[src/pcw_pkg.sv]
// ----------------------------------------------------------------------------
// pcw_pkg
// types and constants shared by the periodic cell wrap block
// ----------------------------------------------------------------------------
package pcw_pkg;

  localparam int MaxShifts  = 15;
  localparam int CoordBits  = 20;
  localparam int SlotBits   = 20;
  localparam int SatBits    = (CoordBits < SlotBits) ? CoordBits : SlotBits;
  localparam int NormBits   = 41;
  localparam int DiffBits   = 22;
  localparam int WideBits   = SlotBits + 2;
  localparam int AccBits    = 64;
  localparam int CntBits    = $clog2(MaxShifts + 1);
  localparam int RegBits    = 60;
  localparam int NrmIdxBits = 4;

  localparam logic [CntBits-1:0] CntMax = CntBits'(MaxShifts);
  localparam logic [CntBits-1:0] CntOne = CntBits'(1);

  localparam logic [1:0] RegLatA   = 2'd0;
  localparam logic [1:0] RegLatB   = 2'd1;
  localparam logic [1:0] RegLatC   = 2'd2;
  localparam logic [1:0] RegOrigin = 2'd3;

  // reset lattice is the unit cube, normals and far-face distances follow from it
  localparam logic [RegBits-1:0] LatAReset   = RegBits'(64'd1024);
  localparam logic [RegBits-1:0] LatBReset   = RegBits'(64'd1073741824);
  localparam logic [RegBits-1:0] LatCReset   = RegBits'(64'd1125899906842624);
  localparam logic [RegBits-1:0] OriginReset = '0;
  localparam logic signed [NormBits-1:0] UnitNorm = NormBits'(64'sd1048576);
  localparam logic signed [AccBits-1:0]  UnitDot  = AccBits'(64'sd1073741824);

  localparam logic signed [SlotBits-1:0] SatMax =
    SlotBits'((64'sd1 <<< (SatBits - 1)) - 64'sd1);
  localparam logic signed [SlotBits-1:0] SatMin =
    SlotBits'(-(64'sd1 <<< (SatBits - 1)));

  typedef struct packed {
    logic signed [CoordBits-1:0] pos_z;
    logic signed [CoordBits-1:0] pos_y;
    logic signed [CoordBits-1:0] pos_x;
  } req_t;

  typedef struct packed {
    logic                        shift_limit_hit;
    logic                        was_inside;
    logic signed [CoordBits-1:0] wrapped_z;
    logic signed [CoordBits-1:0] wrapped_y;
    logic signed [CoordBits-1:0] wrapped_x;
  } rsp_t;

  typedef enum logic [3:0] {
    StIdle, StNormMul, StNormWr, StNormDot, StNormFix, StNear, StDecide, StShift, StDone
  } state_e;

  function automatic logic signed [SlotBits-1:0] sat_fn(
    input logic signed [WideBits-1:0] v);
    logic signed [SlotBits-1:0] r;
    begin
      if (v > WideBits'(SatMax)) r = SatMax;
      else if (v < WideBits'(SatMin)) r = SatMin;
      else r = v[SlotBits-1:0];
      return r;
    end
  endfunction

  function automatic logic signed [NormBits-1:0] sx_norm(
    input logic signed [SlotBits-1:0] v);
    return NormBits'(v);
  endfunction

  function automatic logic signed [DiffBits-1:0] sx_diff(
    input logic signed [SlotBits-1:0] v);
    return DiffBits'(v);
  endfunction

  function automatic logic signed [WideBits-1:0] sx_wide(
    input logic signed [SlotBits-1:0] v);
    return WideBits'(v);
  endfunction

  function automatic logic signed [AccBits-1:0] mul_fn(
    input logic signed [NormBits-1:0] a, input logic signed [DiffBits-1:0] b);
    return AccBits'(a) * AccBits'(b);
  endfunction

endpackage

[src/pcw_mac.sv]
// ----------------------------------------------------------------------------
// pcw_mac
// shared multiply accumulate unit, one product per cycle while enabled, registered
// ----------------------------------------------------------------------------
module pcw_mac (
  input  logic                                  clk_i,
  input  logic                                  rst_ni,
  input  logic                                  clr_i,
  input  logic                                  en_i,
  input  logic signed [pcw_pkg::NormBits-1:0]   a_i,
  input  logic signed [pcw_pkg::DiffBits-1:0]   b_i,
  input  logic                                  sub_i,
  output logic signed [pcw_pkg::AccBits-1:0]    acc_o
);
  logic signed [pcw_pkg::AccBits-1:0] acc_q, acc_d, prod, base;

  assign prod = pcw_pkg::mul_fn(a_i, b_i);

  // clear with enable starts a fresh sum from the current product
  always_comb begin
    base  = clr_i ? '0 : acc_q;
    acc_d = base;
    if (en_i) acc_d = sub_i ? base - prod : base + prod;
  end

  always_ff @(posedge clk_i or negedge rst_ni) begin
    if (!rst_ni) begin
      acc_q <= '0;
    end else begin
      acc_q <= acc_d;
    end
  end

  assign acc_o = acc_q;
endmodule

[config.mk]
export PLATFORM = sky130hd
export DESIGN_NAME = pcw_mac
export DESIGN_NICKNAME = d
export VERILOG_FILES = /design/src/pcw_pkg.sv /design/src/pcw_mac.sv
export SDC_FILE = /design/constraint.sdc
export NUM_CORES = 2
export LEC_CHECK = 0
export ABC_CLOCK_PERIOD_IN_PS = 9380
export BUFFER_PORTS_ARGS = -buffer_cell sky130_fd_sc_hd__clkbuf_2
export CAP_MARGIN = 20
export CORE_AREA = 2 2 486 295
export CTS_CLUSTER_DIAMETER = 80
export DETAILED_ROUTE_END_ITERATION = 8
export DIE_AREA = 0 0 488 297
export SYNTH_ARGS = -nofsm -noshare
export SYNTH_HDL_FRONTEND = slang
export SYNTH_SLANG_ARGS = --single-unit
[constraint.sdc]
create_clock -name clk_i -period 9.38 [get_ports clk_i]
set_input_delay 0.469 -clock clk_i [delete_from_list [all_inputs] [get_ports clk_i]]
set_output_delay 0.469 -clock clk_i [all_outputs]
set_load 0.02 [all_outputs]
* Word-level counts from Yosys, hierarchy flattened
Cells that the tools add are included.
** Word-level totals
- Register bits :: 64
- Bits of input ports :: 68
- Output and inout bits :: 64
- Word-level logic and storage cells :: 7
** Operators by class
- Add/subtract/negate cells :: 2
- Multiply operators :: 1
- Muxes and demuxes :: 3
** Operator list (count)
- 2-to-1 mux 64 bit :: 3
- adder 64 x 63 -> 64 bit :: 1
- subtractor 64 x 63 -> 64 bit :: 1
- multiplier 41 x 22 -> 63 bit :: 1

* Longest topological paths before layout
- Depth after elaboration :: 4
- Gate-level depth with buffers :: 44
- Depth with buffers taken out :: 40

* Worst setup path before layout
No wires, ideal clock.
- Path kind :: input port to flip-flop
- Start :: in a_i[10] in the netlist's numbering
- End :: reg acc_q, in the netlist acc_o[63]
- Setup time :: 0.071 ns
- Data arrival time :: 10.396 ns
- Data required time :: 9.309 ns
- Path slack :: -1.087 ns
- Stages on the path :: 40
- Buffers on the path :: 4
- Cell sequence :: clkbuf_1 -> nand2_1 -> fa_1 -> fa_1 -> inv_1 -> fa_1 -> inv_1 -> fa_1 -> inv_1 -> fa_1 -> fa_1 -> inv_1 -> fa_1 -> inv_1 -> ha_1 -> clkbuf_1 -> a21oi_1 -> o21ai_0 -> [4 not listed] -> nor4b_4 -> nand2_2 -> o41a_1 -> xnor2_1 -> ha_1 -> clkbuf_1 -> nand4_1 -> or2_2 -> or4_1 -> o211ai_1 -> a21oi_1 -> o31a_1 -> a21oi_1 -> a31o_2 -> buf_1 -> or3b_1 -> o311a_1 -> nand4_1
** Between the ends
- Longest elaborated chain between the ends :: 4
- Elaborated cells between the ends (all ways) :: 5
- Classes of those cells :: add/sub (2); mul (1); mux (2)
** Ends and longest elaborated chain
- from (decl) :: line pcw_mac.sv:10 : input logic signed [pcw_pkg::NormBits-1:0] a_i,
- multiplier 41 x 22 -> 63 bit (*) :: line pcw_pkg.sv:86 : return AccBits'(a) * AccBits'(b);
- adder 64 x 63 -> 64 bit or subtractor 64 x 63 -> 64 bit (tied branches) :: line pcw_mac.sv:23 : if (en_i) acc_d = sub_i ? base - prod : base + prod;
- 2-to-1 mux 64 bit (*) (2 in a row) :: line pcw_mac.sv:23
- via acc_d (one bit) :: line pcw_mac.sv:15 : logic signed [pcw_pkg::AccBits-1:0] acc_q, acc_d, prod, base;
- to (signal assigned) :: line pcw_mac.sv:28 : acc_q <= '0;
- to (signal assigned) :: line pcw_mac.sv:30 : acc_q <= acc_d;
- to (decl) :: line pcw_mac.sv:15
Mark *: on every way through the listed nets, which the timed path passes. The rest lies on a longest branch.

* Worst setup path in the final report
- Start :: in b_i[11] in the netlist's numbering
- End :: reg acc_q, in the netlist acc_o[63]
** Between the ends
- Longest elaborated chain between the ends :: 4
- Elaborated cells between the ends (all ways) :: 5
- Classes of those cells :: add/sub (2); mul (1); mux (2)
** Ends and longest elaborated chain
- from (decl) :: line pcw_mac.sv:11 : input logic signed [pcw_pkg::DiffBits-1:0] b_i,
- multiplier 41 x 22 -> 63 bit (*) :: line pcw_pkg.sv:86
- adder 64 x 63 -> 64 bit or subtractor 64 x 63 -> 64 bit (tied branches) :: line pcw_mac.sv:23
- 2-to-1 mux 64 bit (*) (2 in a row) :: line pcw_mac.sv:23
- via acc_d (one bit) :: line pcw_mac.sv:15
Marks and branches as above.

==> out/qor.yml <==
instances_no_fill: 7193
synthesis.nets: 5727
critPathLaunchType: "primary input"
sequential_cell_area_um2: 1600
port_buffers: 131
syn_area_um2: 39200
timing.critical_path.mode_cell: "sky130_fd_sc_hd__fa_1"
critical_path_required_ns: 9.66
cp.arrival_ns: 10.44
vias_in_the_first_global_route: 35200
synth_sequential_area_ratio_pct: 4.09
share_of_flip_flops_with_an_asynchronous_set_or_reset_after_synthesis_pct: 100
multiInputGateArea_um2: 34500
clock_tree_from_tritoncts: "built"
routed-via-count: 33400
critPathMaxFanout: 8
vias_per_std_cell: 4.64
violations_in_the_final_reports: "negative setup slack"
antenna_violations_before_repair: 7
clk_pin_slew_worst_paths_ns: 0.06
wire_length_of_the_first_global_routing_pass_um: 205000
largest_register_ffs: 64
postSynthCellCount: 4540
slowest_stage: "sky130_fd_sc_hd__fa_2"
1st_pass_router_iterations: 6
library_cells_used_by_synthesis: 95
synthesis.area_per_instance_um2: 8.63
die_h_um: 297
synth.ff_latch_count: 64
hold_viol_final: 0
drt_drc_violations_left: 0
setup_violations: 22
initialDrtViolationCount: 2485
nFillCells: 14500
placed_area_um2: 47700
cts_root_buf: "sky130_fd_sc_hd__clkbuf_16"
detailed_place_hpwl_um: 112000
clock_tree_skew_after_final_layout_ns: 0.0111
die_w_um: 488
clk-insertion-delay-late_ns: 0.35
max_freq_mhz: 98.4
synth.area.top_cells: "sky130_fd_sc_hd__fa_1 45%, sky130_fd_sc_hd__inv_1 8.6%, sky130_fd_sc_hd__ha_1 7.6%"
number_of_clock_sinks: 64
worst-setup-path-type: "in2reg"
critical_path.endpoint_type: "flip-flop"
final_min_period_over_clock_period_pct: 108
max_cap_viol_count: 0
worst_r2r_start: "acc_o[1]$_DFF_PN0_"
cts-root-to-sink-buffers: 2
design_area_um2: 50000
leading_register_cell_type_out_of_synthesis: "sky130_fd_sc_hd__dfrtp_1"
maximum_number_of_pins_on_one_net_before_global_route_repair: 64
floorplan.die_area_um2: 145000
fin_nets: 6465
fin_crit_ns: 10.16
synth_top_area_cell: "sky130_fd_sc_hd__fa_1"
final_critical_path_setup_slack_ns: -0.781
core_um2: 141000
critical_path_startpoint: "b_i[11]"
cts_htree_levels: 3
floorplan.io_pins: 132
detail_route.wl_per_cell_um: 17.8
numCtsBuffers: 9
rows: 107
post-place-cells: 7105
yosysTopAreaCellShare_pct: 45.1
final_common_cell: "sky130_fd_sc_hd__inv_1"
routed_wire_length_um: 128000
run_status: "finished with violations"
rsz_0062_raised_after_global_routing: "true"
commonest_non_fill_non_tap_cells_in_the_layout: "885 x sky130_fd_sc_hd__inv_1, 857 x sky130_fd_sc_hd__fa_1, 751 x sky130_fd_sc_hd__buf_4, 713 x sky130_fd_sc_hd__nand2_1, 279 x sky130_fd_sc_hd__and2_1"
drt.antenna.violating_nets: 0
gr_ovfl_total: 0
groute.usage.overall_pct: 18.0
worst_pin_slew_ns: 0.963
syn2layout_area_growth_pct: 27.7
final_max_slew_viol_count: 0
slew_headroom_pct: 35.8
gp_routability_congestion: 0.950
ys.warnings.count: 0
initial_core_utilization_pct: 27.8
synth_edf_count: 0
hp-class: "in2async"
final_layout_size_suffix_gt1_share_pct: 24.3
timing.critical_path.slowest_cell_delay_ns: 0.56
-- layout make-up --
type | instances | area share, %
well taps | 1907 | 4.77
repair buffers | 966 | 15.6
inverters | 901 | 6.77
clock inverters | 3 | 0.0800
clock buffers | 13 | 0.520
multi-input cells | 3336 | 69.0
diodes | 3 | 0.0150
flip-flops and latches | 64 | 3.20
-- through the flow --
stage / setup WS [ns] / TNS (ns) / utilization, % / hold slack (ns)
CTS: -0.624 / -4.13 / 35.0 / 0.132
detailed placement: -1.25 / -24.50 / 33.9 / 0.518
global route: -1.09 / -14.50 / 35.6 / 0.142
floorplan: -0.381 / -0.398 / - / 0.173
finish: -0.781 / -6.59 / 35.6 / 0.118
global placement: -1.16 / -22.29 / 33.9 / 0.514
-- final timing paths --
path                                        to  slack (ns)  cells past startpoint
setup / recovery           acc_o[63]$_DFF_PN0_       -0.78                     43
hold / removal             acc_o[15]$_DFF_PN0_        0.12                      1
setup reg to reg           acc_o[63]$_DFF_PN0_        5.32                     16
hold reg to reg             acc_o[0]$_DFF_PN0_        0.63                      2
max in group asynchronous  acc_o[63]$_DFF_PN0_        8.20                      2
min in group clk_i          acc_o[0]$_DFF_PN0_        0.63                      2
-- cells in the mapped netlist (19+ instances only) --
cell type,instances
sky130_fd_sc_hd__o21a_1,30
sky130_fd_sc_hd__o21ai_0,80
sky130_fd_sc_hd__and3_1,21
sky130_fd_sc_hd__nor2_1,147
sky130_fd_sc_hd__fa_1,882
sky130_fd_sc_hd__and2_1,296
sky130_fd_sc_hd__inv_1,899
sky130_fd_sc_hd__ha_1,237
sky130_fd_sc_hd__xor2_1,58
sky130_fd_sc_hd__a211oi_1,22
sky130_fd_sc_hd__nor3_1,38
sky130_fd_sc_hd__clkbuf_1,223
sky130_fd_sc_hd__a21o_1,67
sky130_fd_sc_hd__nand3_1,30
sky130_fd_sc_hd__nand2_1,717
sky130_fd_sc_hd__mux2_2,45
sky130_fd_sc_hd__nand2b_1,29
sky130_fd_sc_hd__nand4_1,25
sky130_fd_sc_hd__xnor2_1,105
sky130_fd_sc_hd__nor2b_1,82
sky130_fd_sc_hd__o211ai_1,19
sky130_fd_sc_hd__dfrtp_1,64
sky130_fd_sc_hd__a21oi_1,163
-- routing by layer --
metal / share of wire [%] / vias up / global-route usage [%]
met4: 0.77 / 2 / 1.80
li1: - / 15400 / -
met1: 49 / 16900 / 27.8
met2: 40 / 1067 / 25.3
met3: 9.9 / 60 / 5.02
met5: 0.011 / - / 0
-- logic make-up after synthesis --
family          synth area share, %
simple gates                   18.0
xor+xnor                       3.69
flops                          4.09
mux                            1.50
fa+ha+maj                      52.6
buf+inv                        11.0
compound gates                 9.16
-- critical path: cells and delay by family --
family                   cells  cell delay (ns)
adder cells (fa/ha/maj)      9             3.90
AND/OR/NAND/NOR             11             2.43
AO/OA/AOI/OAI                9             1.93
buffers and inverters       12             1.46
XOR/XNOR                     2             0.21
-- what timing repair did --
item                                    4_1_cts  5_1_grt
pin swaps                                    81       79
hold buffers                                  0        0
endpoints found under the setup margin       32       38
setup buffers                                33       34
gates resized for setup                     217      132
gates cloned                                  6        0
Power is not shown: default switching activity piles up to over one toggle a cycle in this logic, so the estimate is an artifact.
